==> src/sv/skts_pkg.sv <==
// Shared types and constants of the streaming k-smallest tracker.
package skts_pkg;

    localparam int VALUE_W = 32;
    localparam int KEEP_W  = 5;
    localparam int Q_DEPTH = 4;
    localparam int Q_AW    = 2;

    // One queued beat: sample and its end-of-array mark
    typedef struct packed {
        logic [VALUE_W-1:0] value;
        logic               last;
    } t_item;

    // Back-end sequencer states
    typedef enum logic [1:0] {
        ST_RUN   = 2'b01,
        ST_DRAIN = 2'b10
    } t_state;

endpackage

==> src/sv/skts_front.sv <==
// Front end: keep-count register, clamp, and input beat pass-through to the queue.
module skts_front #(
    parameter int MAX_KEPT = 16,
    parameter int FW       = 5
) (
    input  logic                           i_clk,
    input  logic                           i_rst_n,
    input  logic                           i_cfg_wr_en,
    input  logic [skts_pkg::KEEP_W-1:0]    i_cfg_wr_data,
    input  logic                           i_s_valid,
    output logic                           o_s_ready,
    input  logic [skts_pkg::VALUE_W-1:0]   i_s_value,
    input  logic                           i_s_last,
    output logic                           o_q_valid,
    input  logic                           i_q_ready,
    output skts_pkg::t_item                o_q_item,
    output logic [FW-1:0]                  o_keep
);
    import skts_pkg::*;

    localparam int CW = (FW > KEEP_W) ? FW : KEEP_W;

    logic [KEEP_W-1:0] r_keep;
    logic              keep_over;

    // Hold the keep count; reset value is one
    always_ff @(posedge i_clk) begin
        if (!i_rst_n) begin
            r_keep <= KEEP_W'(1);
        end else if (i_cfg_wr_en) begin
            r_keep <= i_cfg_wr_data;
        end
    end

    // Clamp the keep count to the store depth
    assign keep_over = CW'(r_keep) > CW'(MAX_KEPT);
    assign o_keep    = keep_over ? FW'(MAX_KEPT) : FW'(r_keep);

    // Pass beats into the queue as items
    assign o_q_valid      = i_s_valid;
    assign o_s_ready      = i_q_ready;
    assign o_q_item.value = i_s_value;
    assign o_q_item.last  = i_s_last;

endmodule

==> src/sv/skts_queue.sv <==
// Short register queue between the front and back ends.
module skts_queue (
    input  logic            i_clk,
    input  logic            i_rst_n,
    input  logic            i_push_valid,
    output logic            o_push_ready,
    input  skts_pkg::t_item i_push_item,
    output logic            o_pop_valid,
    input  logic            i_pop_ready,
    output skts_pkg::t_item o_pop_item
);
    import skts_pkg::*;

    t_item           r_mem [Q_DEPTH];
    logic [Q_AW-1:0] r_wr_ptr;
    logic [Q_AW-1:0] r_rd_ptr;
    logic [Q_AW:0]   r_count;
    logic            push;
    logic            pop;

    assign o_push_ready = r_count != (Q_AW+1)'(Q_DEPTH);
    assign o_pop_valid  = r_count != '0;
    assign push         = i_push_valid && o_push_ready;
    assign pop          = i_pop_ready && o_pop_valid;
    assign o_pop_item   = r_mem[r_rd_ptr];

    // Store pushed items
    always_ff @(posedge i_clk) begin
        if (push) begin
            r_mem[r_wr_ptr] <= i_push_item;
        end
    end

    // Advance pointers and occupancy
    always_ff @(posedge i_clk) begin
        if (!i_rst_n) begin
            r_wr_ptr <= '0;
            r_rd_ptr <= '0;
            r_count  <= '0;
        end else begin
            if (push) begin
                r_wr_ptr <= r_wr_ptr + 1'b1;
            end
            if (pop) begin
                r_rd_ptr <= r_rd_ptr + 1'b1;
            end
            if (push && !pop) begin
                r_count <= r_count + 1'b1;
            end else if (pop && !push) begin
                r_count <= r_count - 1'b1;
            end
        end
    end

endmodule

==> src/sv/skts_back.sv <==
// Back end: row of sorted cells with insertion, replacement and drain.
module skts_back #(
    parameter int MAX_KEPT = 16,
    parameter int FW       = 5
) (
    input  logic                         i_clk,
    input  logic                         i_rst_n,
    input  logic [FW-1:0]                i_keep,
    input  logic                         i_q_valid,
    output logic                         o_q_ready,
    input  skts_pkg::t_item              i_q_item,
    output logic                         o_m_valid,
    input  logic                         i_m_ready,
    output logic [skts_pkg::VALUE_W-1:0] o_m_value,
    output logic                         o_m_last
);
    import skts_pkg::*;

    logic signed [VALUE_W-1:0] r_val [MAX_KEPT];
    logic [FW-1:0]             r_fill;
    logic [FW-1:0]             n_fill;
    t_state                    r_state;
    t_state                    n_state;

    logic signed [VALUE_W-1:0] v;
    logic                      take;
    logic                      do_ins;
    logic                      do_rep;
    logic                      drain_beat;
    logic                      cell_we;
    logic [MAX_KEPT-1:0]       g;
    logic signed [VALUE_W-1:0] ins_val   [MAX_KEPT];
    logic signed [VALUE_W-1:0] rep_val   [MAX_KEPT];
    logic signed [VALUE_W-1:0] shift_val [MAX_KEPT];
    logic signed [VALUE_W-1:0] cell_next [MAX_KEPT];

    assign v          = $signed(i_q_item.value);
    assign o_q_ready  = r_state == ST_RUN;
    assign take       = i_q_valid && o_q_ready;
    assign do_ins     = r_fill < i_keep;
    assign do_rep     = !do_ins && (r_fill != '0) && (v < r_val[0]);
    assign o_m_valid  = r_state == ST_DRAIN;
    assign o_m_value  = r_val[0];
    assign o_m_last   = r_fill == FW'(1);
    assign drain_beat = o_m_valid && i_m_ready;
    assign cell_we    = (take && (do_ins || do_rep)) || drain_beat;

    // Per-cell compare and next value for each operation
    for (genvar i = 0; i < MAX_KEPT; i++) begin : g_cell
        logic signed [VALUE_W-1:0] prev_val;
        logic signed [VALUE_W-1:0] next_val;
        logic                      prev_g;
        logic                      next_g;

        assign g[i] = (FW'(i) < r_fill) && (r_val[i] >= v);

        if (i == 0) begin : g_first
            assign prev_val = v;
            assign prev_g   = 1'b1;
        end else begin : g_inner_prev
            assign prev_val = r_val[i-1];
            assign prev_g   = g[i-1];
        end

        if (i == MAX_KEPT - 1) begin : g_last
            assign next_val = r_val[i];
            assign next_g   = 1'b0;
        end else begin : g_inner_next
            assign next_val = r_val[i+1];
            assign next_g   = g[i+1];
        end

        // Insert: keep entries at or above the value, place the value, shift the rest down
        assign ins_val[i]   = g[i] ? r_val[i] : (prev_g ? v : prev_val);
        // Replace: drop the largest and insert in one move
        assign rep_val[i]   = next_g ? next_val : (g[i] ? v : r_val[i]);
        assign shift_val[i] = next_val;
        assign cell_next[i] = drain_beat ? shift_val[i] : (do_ins ? ins_val[i] : rep_val[i]);
    end

    // Update the cells
    always_ff @(posedge i_clk) begin
        if (cell_we) begin
            for (int i = 0; i < MAX_KEPT; i++) begin
                r_val[i] <= cell_next[i];
            end
        end
    end

    // Sequence item handling and drain
    always_comb begin
        n_fill  = r_fill;
        n_state = r_state;
        case (r_state)
            ST_RUN: begin
                if (take) begin
                    if (do_ins) begin
                        n_fill = r_fill + 1'b1;
                    end
                    if (i_q_item.last) begin
                        if (do_ins || (r_fill != '0)) begin
                            n_state = ST_DRAIN;
                        end
                    end
                end
            end
            ST_DRAIN: begin
                if (drain_beat) begin
                    n_fill = r_fill - 1'b1;
                    if (r_fill == FW'(1)) begin
                        n_state = ST_RUN;
                    end
                end
            end
            default: begin
                n_state = ST_RUN;
                n_fill  = '0;
            end
        endcase
    end

    always_ff @(posedge i_clk) begin
        if (!i_rst_n) begin
            r_state <= ST_RUN;
            r_fill  <= '0;
        end else begin
            r_state <= n_state;
            r_fill  <= n_fill;
        end
    end

    // Fill never exceeds the store depth
    a_fill_bound: assert property (@(posedge i_clk) disable iff (!i_rst_n)
        r_fill <= FW'(MAX_KEPT))
        else $error("fill count beyond store depth");

    // Drain only runs with kept values present
    a_drain_nonempty: assert property (@(posedge i_clk) disable iff (!i_rst_n)
        (r_state == ST_DRAIN) |-> (r_fill != '0))
        else $error("drain with empty store");

    // A stalled result leaves the store untouched
    a_drain_hold: assert property (@(posedge i_clk) disable iff (!i_rst_n)
        (o_m_valid && !i_m_ready) |=> ($stable(r_fill) && $stable(r_val[0])))
        else $error("store moved while result stalled");

    // Head of the store is the largest kept value
    a_order: assert property (@(posedge i_clk) disable iff (!i_rst_n)
        (r_fill >= FW'(2)) |-> (r_val[0] >= r_val[1 % MAX_KEPT]))
        else $error("store out of order");

endmodule

==> src/sv/streaming_k_smallest_tracker.sv <==
// Top level of the streaming k-smallest tracker.
// Throughput: one sample per cycle into a four-entry queue while it is not full;
// the cell row takes one per cycle outside a drain.
// A marked sample passes through the queue and sets the drain state before the first result.
// Drain: one kept value per cycle with the sink ready, at most MAX_KEPT kept values;
// the cell row takes no sample until the drain ends.
// The queue keeps accepting samples during the drain until it is full.
// Reset (synchronous, active low) empties the store and queue and sets keep_count to one.
module streaming_k_smallest_tracker #(
    parameter int MAX_KEPT = 16
) (
    input  logic                         i_clk,
    input  logic                         i_rst_n,
    input  logic                         i_cfg_wr_en,
    input  logic [skts_pkg::KEEP_W-1:0]  i_cfg_wr_data,   // keep_count
    input  logic                         s_axis_tvalid,
    output logic                         s_axis_tready,
    input  logic [skts_pkg::VALUE_W-1:0] s_axis_tdata,    // [31:0] sample_value
    input  logic                         s_axis_tlast,    // end_of_array
    output logic                         m_axis_tvalid,
    input  logic                         m_axis_tready,
    output logic [skts_pkg::VALUE_W-1:0] m_axis_tdata,    // [31:0] kept_value
    output logic                         m_axis_tlast     // last_of_run
);
    import skts_pkg::*;

    localparam int FW = $clog2(MAX_KEPT + 1);

    logic          f_valid;
    logic          f_ready;
    t_item         f_item;
    logic          b_valid;
    logic          b_ready;
    t_item         b_item;
    logic [FW-1:0] keep;

    // Accept beats and hold the keep count
    skts_front #(
        .MAX_KEPT (MAX_KEPT),
        .FW       (FW)
    ) u_front (
        .i_clk         (i_clk),
        .i_rst_n       (i_rst_n),
        .i_cfg_wr_en   (i_cfg_wr_en),
        .i_cfg_wr_data (i_cfg_wr_data),
        .i_s_valid     (s_axis_tvalid),
        .o_s_ready     (s_axis_tready),
        .i_s_value     (s_axis_tdata),
        .i_s_last      (s_axis_tlast),
        .o_q_valid     (f_valid),
        .i_q_ready     (f_ready),
        .o_q_item      (f_item),
        .o_keep        (keep)
    );

    // Decouple front and back
    skts_queue u_queue (
        .i_clk        (i_clk),
        .i_rst_n      (i_rst_n),
        .i_push_valid (f_valid),
        .o_push_ready (f_ready),
        .i_push_item  (f_item),
        .o_pop_valid  (b_valid),
        .i_pop_ready  (b_ready),
        .o_pop_item   (b_item)
    );

    // Sorted cells and drain
    skts_back #(
        .MAX_KEPT (MAX_KEPT),
        .FW       (FW)
    ) u_back (
        .i_clk     (i_clk),
        .i_rst_n   (i_rst_n),
        .i_keep    (keep),
        .i_q_valid (b_valid),
        .o_q_ready (b_ready),
        .i_q_item  (b_item),
        .o_m_valid (m_axis_tvalid),
        .i_m_ready (m_axis_tready),
        .o_m_value (m_axis_tdata),
        .o_m_last  (m_axis_tlast)
    );

endmodule

==> config.mk <==
export PLATFORM = sky130hd
export DESIGN_NAME = streaming_k_smallest_tracker
export DESIGN_NICKNAME = d
export VERILOG_FILES = /design/src/sv/skts_pkg.sv /design/src/sv/skts_front.sv /design/src/sv/skts_queue.sv /design/src/sv/skts_back.sv /design/src/sv/streaming_k_smallest_tracker.sv
export SDC_FILE = /design/constraint.sdc
export NUM_CORES = 2
export LEC_CHECK = 0
export ABC_AREA = 1
export ABC_CLOCK_PERIOD_IN_PS = 19800
export BUFFER_PORTS_ARGS = -buffer_cell sky130_fd_sc_hd__buf_2
export CORE_ASPECT_RATIO = 0.6
export CORE_MARGIN = 2
export CORE_UTILIZATION = 55
export CTS_BUF_LIST = sky130_fd_sc_hd__clkbuf_2
export DETAILED_ROUTE_END_ITERATION = 8
export GPL_ROUTABILITY_DRIVEN = 0
export HOLD_SLACK_MARGIN = 0.02
export PLACE_DENSITY = 0.71
export SLEW_MARGIN = 20
export SYNTH_ARGS = -nofsm -noshare
export SYNTH_HDL_FRONTEND = slang
export SYNTH_SLANG_ARGS = --single-unit
==> constraint.sdc <==
create_clock -name i_clk -period 19.8 [get_ports i_clk]
set_input_delay 3.96 -clock i_clk [delete_from_list [all_inputs] [get_ports i_clk]]
set_output_delay 3.96 -clock i_clk [all_outputs]
set_load 0.02 [all_outputs]
==> out/summary.log <==
INFO  run_status     run_status=finished, final reports clean
INFO  clock_tree     clk_latency=1.67ns
INFO  sta            timing.setup.tns=0ns
INFO  synth          netlist_area=0.0556sqmm
INFO  die            die_width=415um
INFO  routing        drc_violations_left=0
INFO  critical_path  critical_path_required=21.00ns
INFO  global_routing antenna_found_initial=4
INFO  routing        totalWireLength=175000um
INFO  synth          synth_area_leaders=edfxtp_1, nand3_1, nand2_1
INFO  sta            clock_skew=0.131ns
INFO  critical_path  timing.critical_path.to_type=register
INFO  global_routing global_route.overflow_total=0
INFO  synth          synth_area_leader_cell=edfxtp_1
INFO  routing        dr.first_iter.drc_count=6900
INFO  cells_and_area drive_above_1_share=9.78%
INFO  global_routing pin_count_of_the_biggest_net_entering_global_routing=208
INFO  critical_path  critPathMaxFanout=143
INFO  synth          synth_cells=7325
INFO  clock_tree     cts_htree_levels=4
INFO  synth          synth_edf_count=644
INFO  routing        routedWlPerCell=20.1um
INFO  sta            finalMaxSlewViolations=0
INFO  place          port_buffers=77
INFO  cells_and_area num-nets-final=7810
INFO  clock_tree     postCtsSetupBuffers=0
INFO  critical_path  path_class=reg -> reg
INFO  worst_hold_path min_path_type=reg -> reg
INFO  sta            fin_crit=8.15ns
INFO  die            die_height=250um
INFO  clock_tree     cts_num_sinks=665
INFO  synth          seq_area_frac_synth=35.5%
INFO  routing        vias_per_cell=6.32
INFO  routing        ant_nets=0
INFO  synth          postSynthRegisterBits=665
INFO  place          placement.setup.worst_slack=10.24ns
INFO  critical_path  timing.critical_path.from_type=register
INFO  clock_tree     numCtsBuffers=175
INFO  flow_run       max_cap_viol_count=0
INFO  die            num_io_pins=78
INFO  routing        detail_route.first_pass.iterations=6
INFO  sta            slew_headroom=22.1%
INFO  clock_tree     clkTransAtPathRegs=0.13ns
INFO  clock_tree     cts_tree=built
INFO  cells_and_area synthToLayoutAreaGrowth=4.54%
INFO  clock_tree     cts.hold.buffers_added=0
INFO  routing        detailroute.via_count=55100
INFO  synth          synth_top_cell_area_share=34.8%
INFO  die            placement_rows=90
INFO  clock_tree     post_cts_resized=0
INFO  sta            max_freq=0.123GHz
INFO  clock_tree     cts.path.max_buffers=3
INFO  critical_path  regToRegSetupSlack=11.65ns
INFO  sta            rsz0062_at_grt=false
INFO  synth          syn_avg_cell_area=7.59squm
INFO  die            die_area=0.104sqmm
INFO  clock_tree     cts-root-buf=clkbuf_2
INFO  sta            final_critical_path_setup_slack=11.65ns
INFO  die            core_area=0.100sqmm
INFO  global_routing grt_pass1_vias=51700
INFO  synth          synth_fp_nets=7896
INFO  global_routing combined_global_route_utilization_of_all_metal_layers=32.8%
INFO  critical_path  worstPathArrival=9.36ns
INFO  synth          synthArstFlopShare=0%
INFO  die            start_util=55.4%
INFO  sta            final_min_period_over_clock_period=41.2%
INFO  synth          synth_flop_cell=edfxtp_1
INFO  place          place_hpwl=120000um
INFO  sta            tightestPinTransition=1.17ns
INFO  synth          yosysWarningCount=0
INFO  sta            final-hold-violation-count=0
INFO  synth          netlist-cell-type-count=47
INFO  global_routing grt_first_pass_wirelength=276000um
INFO  sta            timing.final.setup_violations=0
-- critical path: stages, from the launching register on --
cell,delay (ns)
dfxtp_1,0.35
inv_2,0.20
buf_4,0.63
a21oi_1,0.11
a32oi_2,0.20
buf_4,0.30
ha_1,0.30
nand2_1,0.22
o21a_1,0.27
nand2_1,0.10
a21oi_1,0.28
nand3_1,0.17
nand2_1,0.38
o21ai_0,0.16
nand2_1,0.09
o21ai_1,0.24
inv_8,0.78
buf_4,0.85
buf_4,0.94
buf_12,0.63
-- layout make-up --
class | count | area [sq um]
timing repair buffer | 200 | 1440
clock inverter | 54 | 363
sequential | 665 | 19800
antenna | 9 | 22.5
clock buffer | 253 | 1270
tap | 1334 | 1670
fill | 9222 | 42200
inverter | 346 | 1320
multi-input combinational | 5851 | 32300
-- kinds of logic after synthesis --
family          after synthesis  share of synthesized area, %
compound gates              510                          5.66
xor+xnor                      2                        0.0315
fa+ha+maj                   528                          11.9
buf+inv                     809                          6.53
flops                       665                          35.5
simple gates               4811                          40.4
-- layout by cell type, fill, tap and decap left out, drive strengths merged --
cell type | Yosys | final
nor4 | 7 | 7
xor2 | 2 | 2
clkinvlp | 0 | 3
buf | 248 | 200
ha | 527 | 527
a22oi | 32 | 32
o22ai | 1 | 1
fa | 1 | 1
or2 | 341 | 341
o41ai | 1 | 1
and2 | 2 | 2
nor3 | 9 | 9
clkinv | 3 | 46
a211oi | 3 | 3
diode | 0 | 9
a21oi | 276 | 276
nor3b | 1 | 1
nor2b | 2 | 2
a21o | 18 | 18
and3 | 4 | 4
o21bai | 6 | 6
nor2 | 161 | 161
inv | 343 | 347
nand3b | 2 | 2
dfxtp | 21 | 21
o21ai | 108 | 108
o21a | 31 | 31
nand3 | 2383 | 2383
nand2 | 1841 | 1841
clkbuf | 215 | 253
bufinv | 0 | 4
a32oi | 32 | 32
a31oi | 2 | 2
nand4 | 58 | 58
edfxtp | 644 | 644
-- per-stage QoR --
stage / std cells / cell area, sq um / util (%) / hold WS (ns)
final: 8712 / 58100 / 58.0 / 0.419
after CTS: 8699 / 58000 / 57.8 / 0.401
after global placement: 8390 / 56400 / 56.2 / 0.453
after global routing: 8711 / 58100 / 57.9 / 0.429
after detailed placement: 8392 / 56400 / 56.2 / 0.476
after floorplan: 7325 / 55600 / - / 0.436
-- metal layers --
layer / track usage, % / vias up / wire length, um
met5: 0 / - / 0
met4: 9.47 / 0 / 3190
met3: 7.03 / 294 / 21000
met2: 46.2 / 3065 / 71200
met1: 50.1 / 26100 / 80100
li1: - / 25600 / -
-- Yosys cell counts (2+ instances only) --
cell type and number:
a211oi_1 3, a21o_1 18, a21oi_1 276, a22oi_1 32
a31oi_1 2, a32oi_2 32, and2_1 2, and3_1 4
buf_1 39, buf_2 132, buf_4 39, buf_6 38
clkbuf_1 215, clkinv_1 3, dfxtp_1 21, edfxtp_1 644
ha_1 527, inv_1 333, inv_2 10, nand2_1 1809
nand2_2 30, nand2_4 2, nand3_1 2351, nand3_2 30
nand3_4 2, nand3b_1 2, nand4_1 58, nor2_1 154
nor2_2 6, nor2b_1 2, nor3_1 6, nor3_2 3
nor4_2 6, o21a_1 31, o21ai_0 100, o21ai_1 7
o21bai_1 6, or2_1 237, or2_2 104, xor2_1 2
-- state kept, by name, summed over array words and instances, names as in the netlist, named ones only --
register,flops
u_queue.r_wr_ptr,2
u_queue.r_rd_ptr,2
u_back.r_val,512
u_front.r_keep,5
u_queue.r_count,3
u_back.r_state,2
u_back.r_fill,5
u_queue.r_mem,132
-- path summary, 6_finish.rpt --
path,to,startpoint,cells past startpoint
max,u_back.r_val[1][211],register,19
min,register,u_queue.r_rd_ptr[1],2
max reg2reg,u_back.r_val[1][211],register,19
min reg2reg,register,u_queue.r_rd_ptr[1],2
Power is left out: the tool's default activity adds up to more than one toggle a clock period on the data nets, which glitch-free logic cannot reach.
